==> src/rtl/tksd_pkg.sv <==
// Shared types, constants and code points for the terminal key sequence decoder.
// No dependencies; every other file in rtl/ imports this package.
package tksd_pkg;

    // Push-back stack geometry
    localparam int STACK_DEPTH = 16;
    localparam int CNT_W       = $clog2(STACK_DEPTH + 1);
    localparam int ADDR_W      = (STACK_DEPTH > 1) ? $clog2(STACK_DEPTH) : 1;

    // Command queue between front and back
    localparam int Q_DEPTH = 2;
    localparam int QPTR_W  = (Q_DEPTH > 1) ? $clog2(Q_DEPTH) : 1;
    localparam int QCNT_W  = $clog2(Q_DEPTH + 1);

    // Input operation codes
    localparam logic [1:0] OP_BYTE  = 2'd0;
    localparam logic [1:0] OP_PUSH  = 2'd1;
    localparam logic [1:0] OP_DRAIN = 2'd2;

    // Byte values
    localparam logic [7:0] CH_NUL    = 8'h00;
    localparam logic [7:0] CH_ESC    = 8'h1B;
    localparam logic [7:0] CH_HASH   = 8'h23;
    localparam logic [7:0] CH_PCT    = 8'h25;
    localparam logic [7:0] CH_LPAREN = 8'h28;
    localparam logic [7:0] CH_RPAREN = 8'h29;
    localparam logic [7:0] CH_ZERO   = 8'h30;
    localparam logic [7:0] CH_NINE   = 8'h39;
    localparam logic [7:0] CH_SEMI   = 8'h3B;
    localparam logic [7:0] CH_LBRACK = 8'h5B;
    localparam logic [7:0] CH_TILDE  = 8'h7E;
    localparam logic [7:0] CH_UA     = 8'h41;  // A
    localparam logic [7:0] CH_UB     = 8'h42;  // B
    localparam logic [7:0] CH_UC     = 8'h43;  // C
    localparam logic [7:0] CH_UD     = 8'h44;  // D
    localparam logic [7:0] CH_UF     = 8'h46;  // F
    localparam logic [7:0] CH_UH     = 8'h48;  // H
    localparam logic [7:0] CH_LA     = 8'h61;  // a
    localparam logic [7:0] CH_LE     = 8'h65;  // e
    localparam logic [7:0] CH_LF     = 8'h66;  // f
    localparam logic [7:0] LEAD1_LO  = 8'h81;
    localparam logic [7:0] LEAD1_HI  = 8'h9F;
    localparam logic [7:0] LEAD2_LO  = 8'hE0;
    localparam logic [7:0] LEAD2_HI  = 8'hFC;

    // Key codes
    localparam logic [15:0] KEY_NONE   = 16'h0000;
    localparam logic [15:0] KEY_ESC    = 16'd27;
    localparam logic [7:0]  EXT_PREFIX = 8'h01;   // 0x100 | byte
    localparam logic [15:0] KEY_UP     = 16'h0148;
    localparam logic [15:0] KEY_DOWN   = 16'h0150;
    localparam logic [15:0] KEY_RIGHT  = 16'h014D;
    localparam logic [15:0] KEY_LEFT   = 16'h014B;
    localparam logic [15:0] KEY_HOME   = 16'h0147;
    localparam logic [15:0] KEY_END    = 16'h014F;
    localparam logic [15:0] KEY_INS    = 16'h0152;
    localparam logic [15:0] KEY_DEL    = 16'h0153;

    // CSI parameter
    localparam logic [9:0]  PAR_MAX  = 10'd1023;
    localparam logic [9:0]  PAR_SEMI = 10'd500;
    localparam logic [9:0]  PAR_INS  = 10'd2;
    localparam logic [9:0]  PAR_DEL  = 10'd3;

    typedef struct packed {
        logic [1:0]  operation;
        logic [15:0] data;
    } t_in_item;

    typedef struct packed {
        logic [15:0] key_code;
        logic        last;
        logic        push_dropped;
    } t_out_item;

    typedef enum logic [1:0] {
        K_BYTE,
        K_PUSH,
        K_DRAIN
    } t_cmd_kind;

    typedef enum logic [2:0] {
        C_NUL,
        C_ESC,
        C_LEAD,
        C_DIGIT,
        C_SEMI,
        C_LBRACK,
        C_SKIP,
        C_OTHER
    } t_byte_cls;

    typedef struct packed {
        t_cmd_kind   kind;
        t_byte_cls   cls;
        logic [15:0] data;
    } t_cmd;

    typedef struct packed {
        logic full;
        logic empty;
    } t_q_stat;

    typedef enum logic [2:0] {
        P_IDLE,
        P_LEAD,
        P_EXT,
        P_ESC,
        P_CSI,
        P_SKIP
    } t_parse_state;

    typedef enum logic {
        B_READY,
        B_DRAIN
    } t_back_state;

    typedef struct packed {
        logic         produce;
        logic [15:0]  key;
        t_parse_state state;
        logic [7:0]   lead;
        logic [9:0]   param;
    } t_byte_res;

endpackage

==> src/rtl/tksd_front.sv <==
// Front end: takes input requests, classifies operation and terminal byte,
// and hands commands to the queue. Depends on tksd_pkg.
module tksd_front (
    input  logic              i_in_valid,
    input  tksd_pkg::t_in_item i_in_item,
    output logic              o_in_stall,
    input  tksd_pkg::t_q_stat i_q_stat,
    output logic              o_q_push,
    output tksd_pkg::t_cmd    o_q_cmd
);
    import tksd_pkg::*;

    logic      cmd_ok;
    t_cmd_kind kind;
    t_byte_cls cls;
    logic [7:0] b;

    assign b = i_in_item.data[7:0];

    always_comb begin
        cmd_ok = 1'b1;
        kind   = K_BYTE;
        unique case (i_in_item.operation)
            OP_BYTE:  kind = K_BYTE;
            OP_PUSH:  kind = K_PUSH;
            OP_DRAIN: kind = K_DRAIN;
            default:  cmd_ok = 1'b0;   // unused code: accept and drop
        endcase
    end

    always_comb begin
        priority if (b == CH_NUL) begin
            cls = C_NUL;
        end else if (b == CH_ESC) begin
            cls = C_ESC;
        end else if ((b >= LEAD1_LO && b <= LEAD1_HI) || (b >= LEAD2_LO && b <= LEAD2_HI)) begin
            cls = C_LEAD;
        end else if (b >= CH_ZERO && b <= CH_NINE) begin
            cls = C_DIGIT;
        end else if (b == CH_SEMI) begin
            cls = C_SEMI;
        end else if (b == CH_LBRACK) begin
            cls = C_LBRACK;
        end else if (b == CH_HASH || b == CH_PCT || b == CH_LPAREN || b == CH_RPAREN) begin
            cls = C_SKIP;
        end else begin
            cls = C_OTHER;
        end
    end

    assign o_in_stall   = i_q_stat.full;
    assign o_q_push     = i_in_valid && !i_q_stat.full && cmd_ok;
    assign o_q_cmd.kind = kind;
    assign o_q_cmd.cls  = cls;
    assign o_q_cmd.data = i_in_item.data;

endmodule

==> src/rtl/tksd_queue.sv <==
// Short command FIFO between the front end and the back end.
// Depends on tksd_pkg for the command type and depth.
module tksd_queue (
    input  logic              i_clk,
    input  logic              i_rst_n,
    input  logic              i_push,
    input  tksd_pkg::t_cmd    i_cmd,
    input  logic              i_pop,
    output tksd_pkg::t_cmd    o_cmd,
    output tksd_pkg::t_q_stat o_stat
);
    import tksd_pkg::*;

    t_cmd              r_mem [Q_DEPTH];
    logic [QPTR_W-1:0] r_wp, r_rp;
    logic [QCNT_W-1:0] r_cnt;
    logic              do_push, do_pop;

    assign o_stat.full  = (r_cnt == QCNT_W'(Q_DEPTH));
    assign o_stat.empty = (r_cnt == '0);
    assign do_push      = i_push && !o_stat.full;
    assign do_pop       = i_pop && !o_stat.empty;
    assign o_cmd        = r_mem[r_rp];

    always_ff @(posedge i_clk) begin
        if (do_push) begin
            r_mem[r_wp] <= i_cmd;
        end
    end

    always_ff @(posedge i_clk) begin
        if (!i_rst_n) begin
            r_wp  <= '0;
            r_rp  <= '0;
            r_cnt <= '0;
        end else begin
            if (do_push) begin
                r_wp <= (r_wp == QPTR_W'(Q_DEPTH - 1)) ? '0 : r_wp + 1'b1;
            end
            if (do_pop) begin
                r_rp <= (r_rp == QPTR_W'(Q_DEPTH - 1)) ? '0 : r_rp + 1'b1;
            end
            r_cnt <= r_cnt + QCNT_W'(do_push) - QCNT_W'(do_pop);
        end
    end

endmodule

==> src/rtl/tksd_back.sv <==
// Back end: byte parser, push-back stack and output register.
// Depends on tksd_pkg for command, parse state and result types.
module tksd_back (
    input  logic                i_clk,
    input  logic                i_rst_n,
    input  logic                i_esc_en,
    input  tksd_pkg::t_q_stat   i_q_stat,
    input  tksd_pkg::t_cmd      i_cmd,
    output logic                o_q_pop,
    output logic                o_out_valid,
    input  logic                i_out_stall,
    output tksd_pkg::t_out_item o_out_item
);
    import tksd_pkg::*;

    logic [15:0]       r_stack [STACK_DEPTH];
    logic [15:0]       r_rd;
    logic [CNT_W-1:0]  r_count, n_count;
    logic [CNT_W-1:0]  rd_idx;
    logic [ADDR_W-1:0] rd_addr, wr_addr;
    logic              wr_en;

    t_back_state  r_bstate, n_bstate;
    t_parse_state r_parse, n_parse;
    logic [7:0]   r_lead, n_lead;
    logic [9:0]   r_param, n_param;

    logic      r_out_valid;
    t_out_item r_out_item;
    logic      ld_ok, emit;
    t_out_item emit_item;
    t_byte_res bres;

    function automatic logic [15:0] csi_final(input logic [7:0] b, input logic [9:0] par);
        logic [15:0] k;
        k = KEY_NONE;
        if (par <= 10'd1) begin
            priority case (b)
                CH_UA:        k = KEY_UP;
                CH_UB, CH_LE: k = KEY_DOWN;
                CH_UC, CH_LA: k = KEY_RIGHT;
                CH_UD:        k = KEY_LEFT;
                CH_UH, CH_LF: k = KEY_HOME;
                CH_UF:        k = KEY_END;
                default:      k = KEY_NONE;
            endcase
        end else if (b == CH_TILDE) begin
            if (par == PAR_INS) begin
                k = KEY_INS;
            end else if (par == PAR_DEL) begin
                k = KEY_DEL;
            end
        end
        return k;
    endfunction

    function automatic t_byte_res byte_step(
        input t_parse_state st,
        input t_byte_cls    cls,
        input logic [7:0]   b,
        input logic [7:0]   lead,
        input logic [9:0]   par,
        input logic         esc_en
    );
        t_byte_res   r;
        logic [13:0] v;
        r.produce = 1'b0;
        r.key     = KEY_NONE;
        r.state   = P_IDLE;
        r.lead    = lead;
        r.param   = par;
        v = ({4'b0, par} << 3) + ({4'b0, par} << 1) + 14'(b - CH_ZERO);
        unique case (st)
            P_LEAD: begin
                r.produce = 1'b1;
                r.key     = {lead, b};
            end
            P_EXT: begin
                r.produce = 1'b1;
                r.key     = {EXT_PREFIX, b};
            end
            P_ESC: begin
                if (cls == C_LBRACK) begin
                    r.param = '0;
                    r.state = P_CSI;
                end else if (cls == C_SKIP) begin
                    r.state = P_SKIP;
                end else begin
                    r.produce = 1'b1;
                end
            end
            P_SKIP: begin
                r.produce = 1'b1;
            end
            P_CSI: begin
                if (cls == C_DIGIT) begin
                    r.state = P_CSI;
                    r.param = (v > 14'(PAR_MAX)) ? PAR_MAX : v[9:0];
                end else if (cls == C_SEMI) begin
                    r.state = P_CSI;
                    r.param = PAR_SEMI;
                end else begin
                    r.produce = 1'b1;
                    r.key     = csi_final(b, par);
                end
            end
            default: begin
                if (cls == C_NUL) begin
                    r.state = P_EXT;
                end else if (cls == C_ESC) begin
                    if (esc_en) begin
                        r.state = P_ESC;
                    end else begin
                        r.produce = 1'b1;
                        r.key     = KEY_ESC;
                    end
                end else if (cls == C_LEAD) begin
                    r.lead  = b;
                    r.state = P_LEAD;
                end else begin
                    r.produce = 1'b1;
                    r.key     = {8'h00, b};
                end
            end
        endcase
        return r;
    endfunction

    assign ld_ok = !r_out_valid || !i_out_stall;
    assign bres  = byte_step(r_parse, i_cmd.cls, i_cmd.data[7:0], r_lead, r_param, i_esc_en);

    always_comb begin
        n_bstate  = r_bstate;
        n_count   = r_count;
        n_parse   = r_parse;
        n_lead    = r_lead;
        n_param   = r_param;
        emit      = 1'b0;
        emit_item = '0;
        o_q_pop   = 1'b0;
        wr_en     = 1'b0;
        unique case (r_bstate)
            B_READY: begin
                if (!i_q_stat.empty) begin
                    unique case (i_cmd.kind)
                        K_PUSH: begin
                            if (r_count < CNT_W'(STACK_DEPTH)) begin
                                wr_en   = 1'b1;
                                n_count = r_count + 1'b1;
                                o_q_pop = 1'b1;
                            end else if (ld_ok) begin
                                // full stack: drop and report
                                emit                   = 1'b1;
                                emit_item.key_code     = KEY_NONE;
                                emit_item.last         = 1'b1;
                                emit_item.push_dropped = 1'b1;
                                o_q_pop                = 1'b1;
                            end
                        end
                        K_DRAIN: begin
                            if (r_count == '0) begin
                                o_q_pop = 1'b1;
                            end else begin
                                n_bstate = B_DRAIN;
                            end
                        end
                        K_BYTE: begin
                            if (r_count != '0) begin
                                n_bstate = B_DRAIN;
                            end else if (!bres.produce || ld_ok) begin
                                n_parse            = bres.state;
                                n_lead             = bres.lead;
                                n_param            = bres.param;
                                emit               = bres.produce;
                                emit_item.key_code = bres.key;
                                emit_item.last     = 1'b1;
                                o_q_pop            = 1'b1;
                            end
                        end
                        default: o_q_pop = 1'b1;
                    endcase
                end
            end
            default: begin
                // emit stacked keys newest first; the head command stays queued
                if (ld_ok) begin
                    emit               = 1'b1;
                    emit_item.key_code = r_rd;
                    emit_item.last     = (r_count == CNT_W'(1)) &&
                                         (i_cmd.kind != K_BYTE || !bres.produce);
                    n_count            = r_count - 1'b1;
                    if (r_count == CNT_W'(1)) begin
                        n_bstate = B_READY;
                        if (i_cmd.kind != K_BYTE) begin
                            o_q_pop = 1'b1;
                        end
                    end
                end
            end
        endcase
    end

    assign rd_idx  = n_count - 1'b1;
    assign rd_addr = rd_idx[ADDR_W-1:0];
    assign wr_addr = r_count[ADDR_W-1:0];

    // Stack memory; read data tracks the next top, with write bypass
    always_ff @(posedge i_clk) begin
        if (wr_en) begin
            r_stack[wr_addr] <= i_cmd.data;
            r_rd             <= i_cmd.data;
        end else begin
            r_rd <= r_stack[rd_addr];
        end
    end

    always_ff @(posedge i_clk) begin
        if (!i_rst_n) begin
            r_bstate    <= B_READY;
            r_count     <= '0;
            r_parse     <= P_IDLE;
            r_lead      <= '0;
            r_param     <= '0;
            r_out_valid <= 1'b0;
        end else begin
            r_bstate <= n_bstate;
            r_count  <= n_count;
            r_parse  <= n_parse;
            r_lead   <= n_lead;
            r_param  <= n_param;
            if (ld_ok) begin
                r_out_valid <= emit;
            end
        end
    end

    always_ff @(posedge i_clk) begin
        if (ld_ok && emit) begin
            r_out_item <= emit_item;
        end
    end

    assign o_out_valid = r_out_valid;
    assign o_out_item  = r_out_item;

endmodule

==> src/rtl/terminal_key_sequence_decoder.sv <==
// Top level of the terminal key sequence decoder: front end, command queue,
// back end and the configuration register. Depends on tksd_pkg.

// Turns a stream of terminal bytes into 16-bit key codes and keeps a stack of
// pushed-back keys. Each input request carries an operation (terminal byte,
// push back a key, drain the stack) and a 16-bit data word; each result
// carries a key code, a last flag on the final result of a request, and a
// push_dropped flag when a push found the stack full. The front end
// classifies requests and hands them to a two-entry command queue, so input
// requests are taken until it fills while the back end waits on stalled output;
// the back end runs one command at a time. A push with room or a drain of an
// empty stack is retired without a result; a byte with an empty stack is parsed
// and its key is registered and shown in the cycle after. A byte or drain with
// N stacked keys first moves the back end to its drain state, which then emits
// one key per cycle while the output is not stalled (set by the single read port
// of the stack memory), newest first; a byte is then parsed on its own. Results
// leave through an output register that holds while i_out_stall is high.
// esc_sequences_enable is written through i_cfg_we / i_cfg_data and takes
// effect when an ESC byte is parsed; write it only while the block is idle.
module terminal_key_sequence_decoder (
    input  logic                i_clk,
    input  logic                i_rst_n,
    input  logic                i_in_valid,
    output logic                o_in_stall,
    input  tksd_pkg::t_in_item  i_in_item,
    output logic                o_out_valid,
    input  logic                i_out_stall,
    output tksd_pkg::t_out_item o_out_item,
    input  logic                i_cfg_we,
    input  logic                i_cfg_data
);
    import tksd_pkg::*;

    logic    r_esc_en;
    logic    q_push, q_pop;
    t_cmd    q_in_cmd, q_out_cmd;
    t_q_stat q_stat;

    // Configuration register
    always_ff @(posedge i_clk) begin
        if (!i_rst_n) begin
            r_esc_en <= 1'b0;
        end else if (i_cfg_we) begin
            r_esc_en <= i_cfg_data;
        end
    end

    // Accept and classify requests
    tksd_front u_front (
        .i_in_valid (i_in_valid),
        .i_in_item  (i_in_item),
        .o_in_stall (o_in_stall),
        .i_q_stat   (q_stat),
        .o_q_push   (q_push),
        .o_q_cmd    (q_in_cmd)
    );

    // Hold commands between the two halves
    tksd_queue u_queue (
        .i_clk   (i_clk),
        .i_rst_n (i_rst_n),
        .i_push  (q_push),
        .i_cmd   (q_in_cmd),
        .i_pop   (q_pop),
        .o_cmd   (q_out_cmd),
        .o_stat  (q_stat)
    );

    // Parse bytes, run the stack, drive results
    tksd_back u_back (
        .i_clk       (i_clk),
        .i_rst_n     (i_rst_n),
        .i_esc_en    (r_esc_en),
        .i_q_stat    (q_stat),
        .i_cmd       (q_out_cmd),
        .o_q_pop     (q_pop),
        .o_out_valid (o_out_valid),
        .i_out_stall (i_out_stall),
        .o_out_item  (o_out_item)
    );

endmodule

==> config.mk <==
export PLATFORM = sky130hd
export DESIGN_NAME = terminal_key_sequence_decoder
export DESIGN_NICKNAME = d
export VERILOG_FILES = /design/src/rtl/tksd_pkg.sv /design/src/rtl/tksd_front.sv /design/src/rtl/tksd_queue.sv /design/src/rtl/tksd_back.sv /design/src/rtl/terminal_key_sequence_decoder.sv
export SDC_FILE = /design/constraint.sdc
export NUM_CORES = 1
export LEC_CHECK = 0
export BUFFER_PORTS_ARGS = -buffer_cell sky130_fd_sc_hd__buf_4
export CORE_UTILIZATION = 55
export DETAILED_ROUTE_END_ITERATION = 6
export PLACE_DENSITY_LB_ADDON = 0.05
export SLEW_MARGIN = 10
export SYNTH_ARGS = -nofsm -noshare
export SYNTH_HDL_FRONTEND = slang
export SYNTH_HIERARCHICAL = 1
export SYNTH_SLANG_ARGS = --single-unit
==> constraint.sdc <==
create_clock -name i_clk -period 4.4 [get_ports i_clk]
set_input_delay 1.32 -clock i_clk [delete_from_list [all_inputs] [get_ports i_clk]]
set_output_delay 1.32 -clock i_clk [all_outputs]
set_load 0.1 [all_outputs]
# After elaboration in Yosys (flattened, before gate mapping)
# Memories as Yosys holds them, arrays and structs flattened. A register that Yosys moved wholly into a read port is not among the register bits.
# Index checks and enable logic that the tools add are counted.
[totals] reg_bits=51 ram_bits=298 inputBits=24 wordCells=211 n_memories=2
[mem_list] name="u_back.r_stack" depth=16 width=16 read_ports=1 rd_ports_with_merged_regs=1 wr=1 line="tksd_back.sv:16" source="logic [15:0] r_stack [STACK_DEPTH];"
[mem_list] name="u_queue.r_mem" depth=2 width=21 read_ports=1 rd_ports_with_merged_regs=1 wr=1 line="tksd_queue.sv:14" source="t_cmd r_mem [Q_DEPTH];"
[op_classes] n_addsub=10 magnitude_cmp=9 eq_ne=38 mux=90 bitwise_logic=7 reduce_logical=42
[op_table] operator="2-to-1 mux 17 bit" count=9
[op_table] operator="equality test 8 x 7 -> 1 bit, second input constant" count=11
[op_table] operator="one-hot mux 16 bit (4 select lines)" count=1
[op_table] operator="one-hot mux 9 bit (6 select lines)" count=1
[op_table] operator="equality test 8 x 6 -> 1 bit, second input constant" count=5
[op_table] operator="2-to-1 mux 10 bit" count=4
[op_table] operator="2-to-1 mux 1 bit" count=38
[op_table] operator="2-to-1 mux 18 bit" count=2
[op_table] operator="one-hot mux 17 bit (2 select lines)" count=1
[op_table] operator="2-to-1 mux 11 bit" count=3
[op_table] operator="2-to-1 mux 3 bit" count=11
[op_table] operator="2-to-1 mux 16 bit" count=2
[op_table] operator="2-to-1 mux 9 bit" count=3
[op_table] operator="2-to-1 mux 5 bit" count=5
[op_table] operator="equality test 10 x 2 -> 1 bit, second input constant" count=2
[op_table] operator="2-to-1 mux 20 bit" count=1
[op_table] operator="one-hot mux 10 bit (2 select lines)" count=1
[op_table] operator=">= comparator 8 bit, second input constant" count=2
[op_table] operator="<= comparator 8 bit, second input constant" count=2
[op_table] operator="equality test 3 bit, second input constant" count=5
[op_table] operator="adder 13 x 11 -> 14 bit" count=1
[op_table] operator="adder 14 bit" count=1
[op_table] operator="> comparator 14 x 10 -> 1 bit, second input constant" count=1
[op_table] operator="equality test 3 x 2 -> 1 bit, second input constant" count=4
[op_table] operator="41 further kinds" count=80

# Logic depth before layout (Yosys ltp)
[logic_depth] ltp_word=18 mapped_depth=16 depth_no_buf=14

# Cells and area by module
# Netlist, hierarchy kept.
[by_module_without_submodules] module="tksd_back" instances=1 cells_each=824 area_each_um2=13399.1
[by_module_without_submodules] module="tksd_queue" instances=1 cells_each=92 area_each_um2=1831.8
[by_module_without_submodules] module="tksd_front" instances=1 cells_each=45 area_each_um2=321.6
[by_module_without_submodules] module="terminal_key_sequence_decoder" instances=1 cells_each=3 area_each_um2=36.3

# Worst setup path before layout
# OpenSTA, ideal clock, no wires.
[synth_timing] path_type="register -> register" start="register (tool-made name)" end="register u_back.r_param[4]" setup_time_ns=0.123 t_arrival_ns=4.065 t_required_ns=4.277 setup_slack_ns=0.212 stages_incl_launch_ff=14 n_path_buf=2 period_less_slack_ns=4.188 cell_sequence="dfxtp_1 > buf_6 > mux2_4 > ha_1 > nor3_1 > fa_1 > ha_1 > a21oi_1 > o21ai_0 > or3_1 > a2111o_1 > clkbuf_1 > nor4_1 > o21ai_0"
[synth_rtl] element="end signal, assigned" line="tksd_back.sv:230" source="r_param <= n_param;"
[synth_rtl] element="end, declared" line="tksd_back.sv:26" source="logic [9:0] r_param, n_param;"

==> results.md <==
* PortBufs at 43
* Syn_nets at about 1000
* Setup TNS at 0 ns
* Fin. max-slew vios at 0
* Final std cells w/o fill at 1415
* Setup bufs post-CTS at 0
* Highest clock rate at 242 MHz
* # rows at 61
* Inst Count DP at about 1400
* Clk_lat worst skew at 0.52 ns
* Synth area leader: edfxtp_1
* Post-CTS sizing at 0
* Total Nets Final at 1071
* Max FO, Critical Path at 22
* GRT Total Usage at 25.1%
* Hold path start: u_back/r_param[3]$_SDFFE_PN0P_
* Distinct cells, synth at 73
* Mapped Area at 15600 um2
* Critical Path End Type: flop
* DRC errors left at 0
* Hold Path Sink: u_back/r_param[3]$_SDFFE_PN0P_
* Layout cells sized above 1 at 24.5%
* HP Class: reg -> reg
* Final hold viol count at 0
* Startpoint type of the worst setup path: flop
* Clock Path Buffers at 3
* CP Class: reg -> reg
* Top post-synthesis cells by area: edfxtp_1, mux4_2, dfxtp_1
* First-pass GRT wire length at 52800 um
* Int Pwr at around 7000 uW
* Final period util at 94.0%
* Outcome: complete, no violations
* First-pass DRT Iterations at 5
* Final ANT Viol Nets at 0
* Synth Flop Type: edfxtp_1
* Hold depth at 2
* Most frequent cells in the layout: edfxtp_1, mux4_2, buf_4
* Top Ports at 44
* P_sw at 3490 uW
* CTS Root Cell: clkbuf_16
* Power density over the cells at 604 nW/um2
* CTS Buf Count at 37
* Worst slew pin tran at 1.13 ns
* Share of synthesized registers carrying an async set or reset at 0%
* Most common cell after layout, fill and taps aside: edfxtp_1
* Initial Utilization at 56.0%
* Syn Inst Count at between 900 and 1000
* Sequential power share at 42.5%
* 1st-iter DRT viols at 854
* Die X-Extent at 170 um
* Max Cap Viol at 0
* Vias in the first global route at between 8000 and 9000
* Core area at 27900 um2
* CTS sink cnt at between 300 and 400
* CTS tree: done
* H-tree depth at 2
* Switching share of power at 33.1%
* Worst slew margin at 24.2%
* R2R Path End: u_back/r_param[7]$_SDFFE_PN0P_
* Congestion Overflow GR at 0
* Vias/cell at 6.14
* Hold_buf cts at 0
* Peak supply drop at 0.000589 V
* Via count at 8683
* Initial antenna violation count at 0
* Largest net degree at the start of global routing at 54
* Warnings from Yosys at 6
* Gate power share at 29.5%
* Leakage at 0.00606 uW
* Syn avg cell area at 16.2 um2
* Global placer's final weighted congestion at 0.895
* RSZ-0062 raised after global routing: no
* Synth top area share at around three fifths
* Critical path required time at 4.79 ns
* Fin crit period at roughly 4.1 ns
* Clk pin slew, worst setup/hold paths at 0.06 ns
* Layout area overhead at 12.3%
* Register area share after synthesis at 65.8%
* Worst Skew at 0.0139 ns
* N_diodes at 0
* Average wire per cell in the routed design at 24.6 um
* Die height at 170 um
* Worst r2r path cells at 12
* Min Hold Slack at just under 0.5 ns
* R2R setup slack at about 0.27 ns
* WP data arrival at 4.52 ns
* DP Wirelength at 21600 um
* # fillers at 2015
* DIE AREA at 29000 um2
* Total power at roughly 11000 uW
* Post-synth EDFFs at 316
* Final setup vio count at 0
* Drt total wl at 34800 um
* Clock share of power at 28.1%
* Flops & latches, synth at 354
[area by class of cell]
class | count | area (um2) | area share, %
Sequential cell | 354 | 10300 | 58.6
Clock buffer | 45 | 987 | 5.64
Inverter | 43 | 161 | 0.922
Tap cell | 378 | 473 | 2.70
Multi-Input combinational cell | 506 | 4900 | 28.0
Timing Repair Buffer | 70 | 538 | 3.07
Clock inverter | 19 | 181 | 1.04
[per-stage QoR]
stage	instance area [um2]	utilization (%)	setup WS, ns
2_1_floorplan	15600	-	0.212
3_5_place_dp	16300	58.6	0.0953
6_report	17500	62.8	0.265
4_1_cts	17500	62.8	0.0932
3_3_place_gp	16300	58.6	0.369
5_1_grt	17500	62.8	0.00973
[state kept, by name, indices dropped and copies added (netlist names), named ones only]
name / cells
r_esc_en: 1
u_back/o_out_item: 18
u_back/o_out_valid: 1
u_back/r_bstate: 1
u_back/r_count: 5
u_back/r_lead: 8
u_back/r_param: 10
u_back/r_parse: 3
u_back/r_stack: 256
u_queue/r_cnt: 2
u_queue/r_mem: 42
u_queue/r_rp: 1
u_queue/r_wp: 1
[how the worst max path moves through the flow]
stage | start | to | slack [ns] | cells past startpoint
2_1_floorplan | flop | u_back/r_param[4]$_SDFFE_PN0P_ | 0.21 | 13
3_3_place_gp | flop | u_back/r_param[5]$_SDFFE_PN0P_ | 0.37 | 13
3_5_place_dp | flop | u_back/r_param[8]$_SDFFE_PN0P_ | 0.1 | 12
4_1_cts | flop | u_back/r_param[5]$_SDFFE_PN0P_ | 0.09 | 12
5_1_grt | flop | u_back/r_param[8]$_SDFFE_PN0P_ | 0.01 | 12
6_report | flop | u_back/r_param[7]$_SDFFE_PN0P_ | 0.27 | 12
[routing by layer]
layer	vias up	GRT usage [%]	routed length, um
li1	3847	-	-
met1	4413	35.4	14500
met4	0	8.38	924
met2	353	40.1	16900
met5	-	0	0
met3	70	4.00	2520
[power by group through the flow]
stage | Combinational, uW | Sequential, uW | Clock [uW]
after detailed placement | 3100 | 4570 | 0
final | 3110 | 4490 | 2970
after global placement | 3020 | 4550 | 0
after CTS | 3110 | 4500 | 3030
after floorplan | 2030 | 4760 | 0
after global routing | 3350 | 4530 | 3140
[Yosys cell counts, types with 13 or more instances]
master    count
edfxtp_1    316
mux4_2       78
nand2_1      51
inv_1        43
nor2_1       43
o21ai_0      40
dfxtp_1      38
clkbuf_1     31
ha_1         26
a21oi_1      25
mux2_4       20
nor3_1       20
buf_4        17
mux2i_1      15
nand2b_1     13
[critical path, stage by stage (launching register included)]
cell and delay [ns]:
dfxtp_2 0.40, mux2_4 0.43, ha_1 0.28, nor3_1 0.19, buf_4 0.19, fa_1 0.42, ha_1 0.40, a21oi_2 0.22
o21ai_0 0.18, or3_1 0.40, a2111o_2 0.54, nor4_1 0.24, o21ai_0 0.11
[logic make-up (layout without fill, tap and decap cells)]
kind of cell / Yosys count / count (layout) / share of synthesized area, %
compound gates: 139 / 139 / 5.93
buf+inv: 104 / 177 / 3.06
simple gates: 196 / 196 / 6.49
flops: 354 / 354 / 65.8
fa+ha+maj: 38 / 38 / 3.44
mux: 116 / 116 / 14.4
xor+xnor: 17 / 17 / 0.955
(Power assumes the default switching activity.)
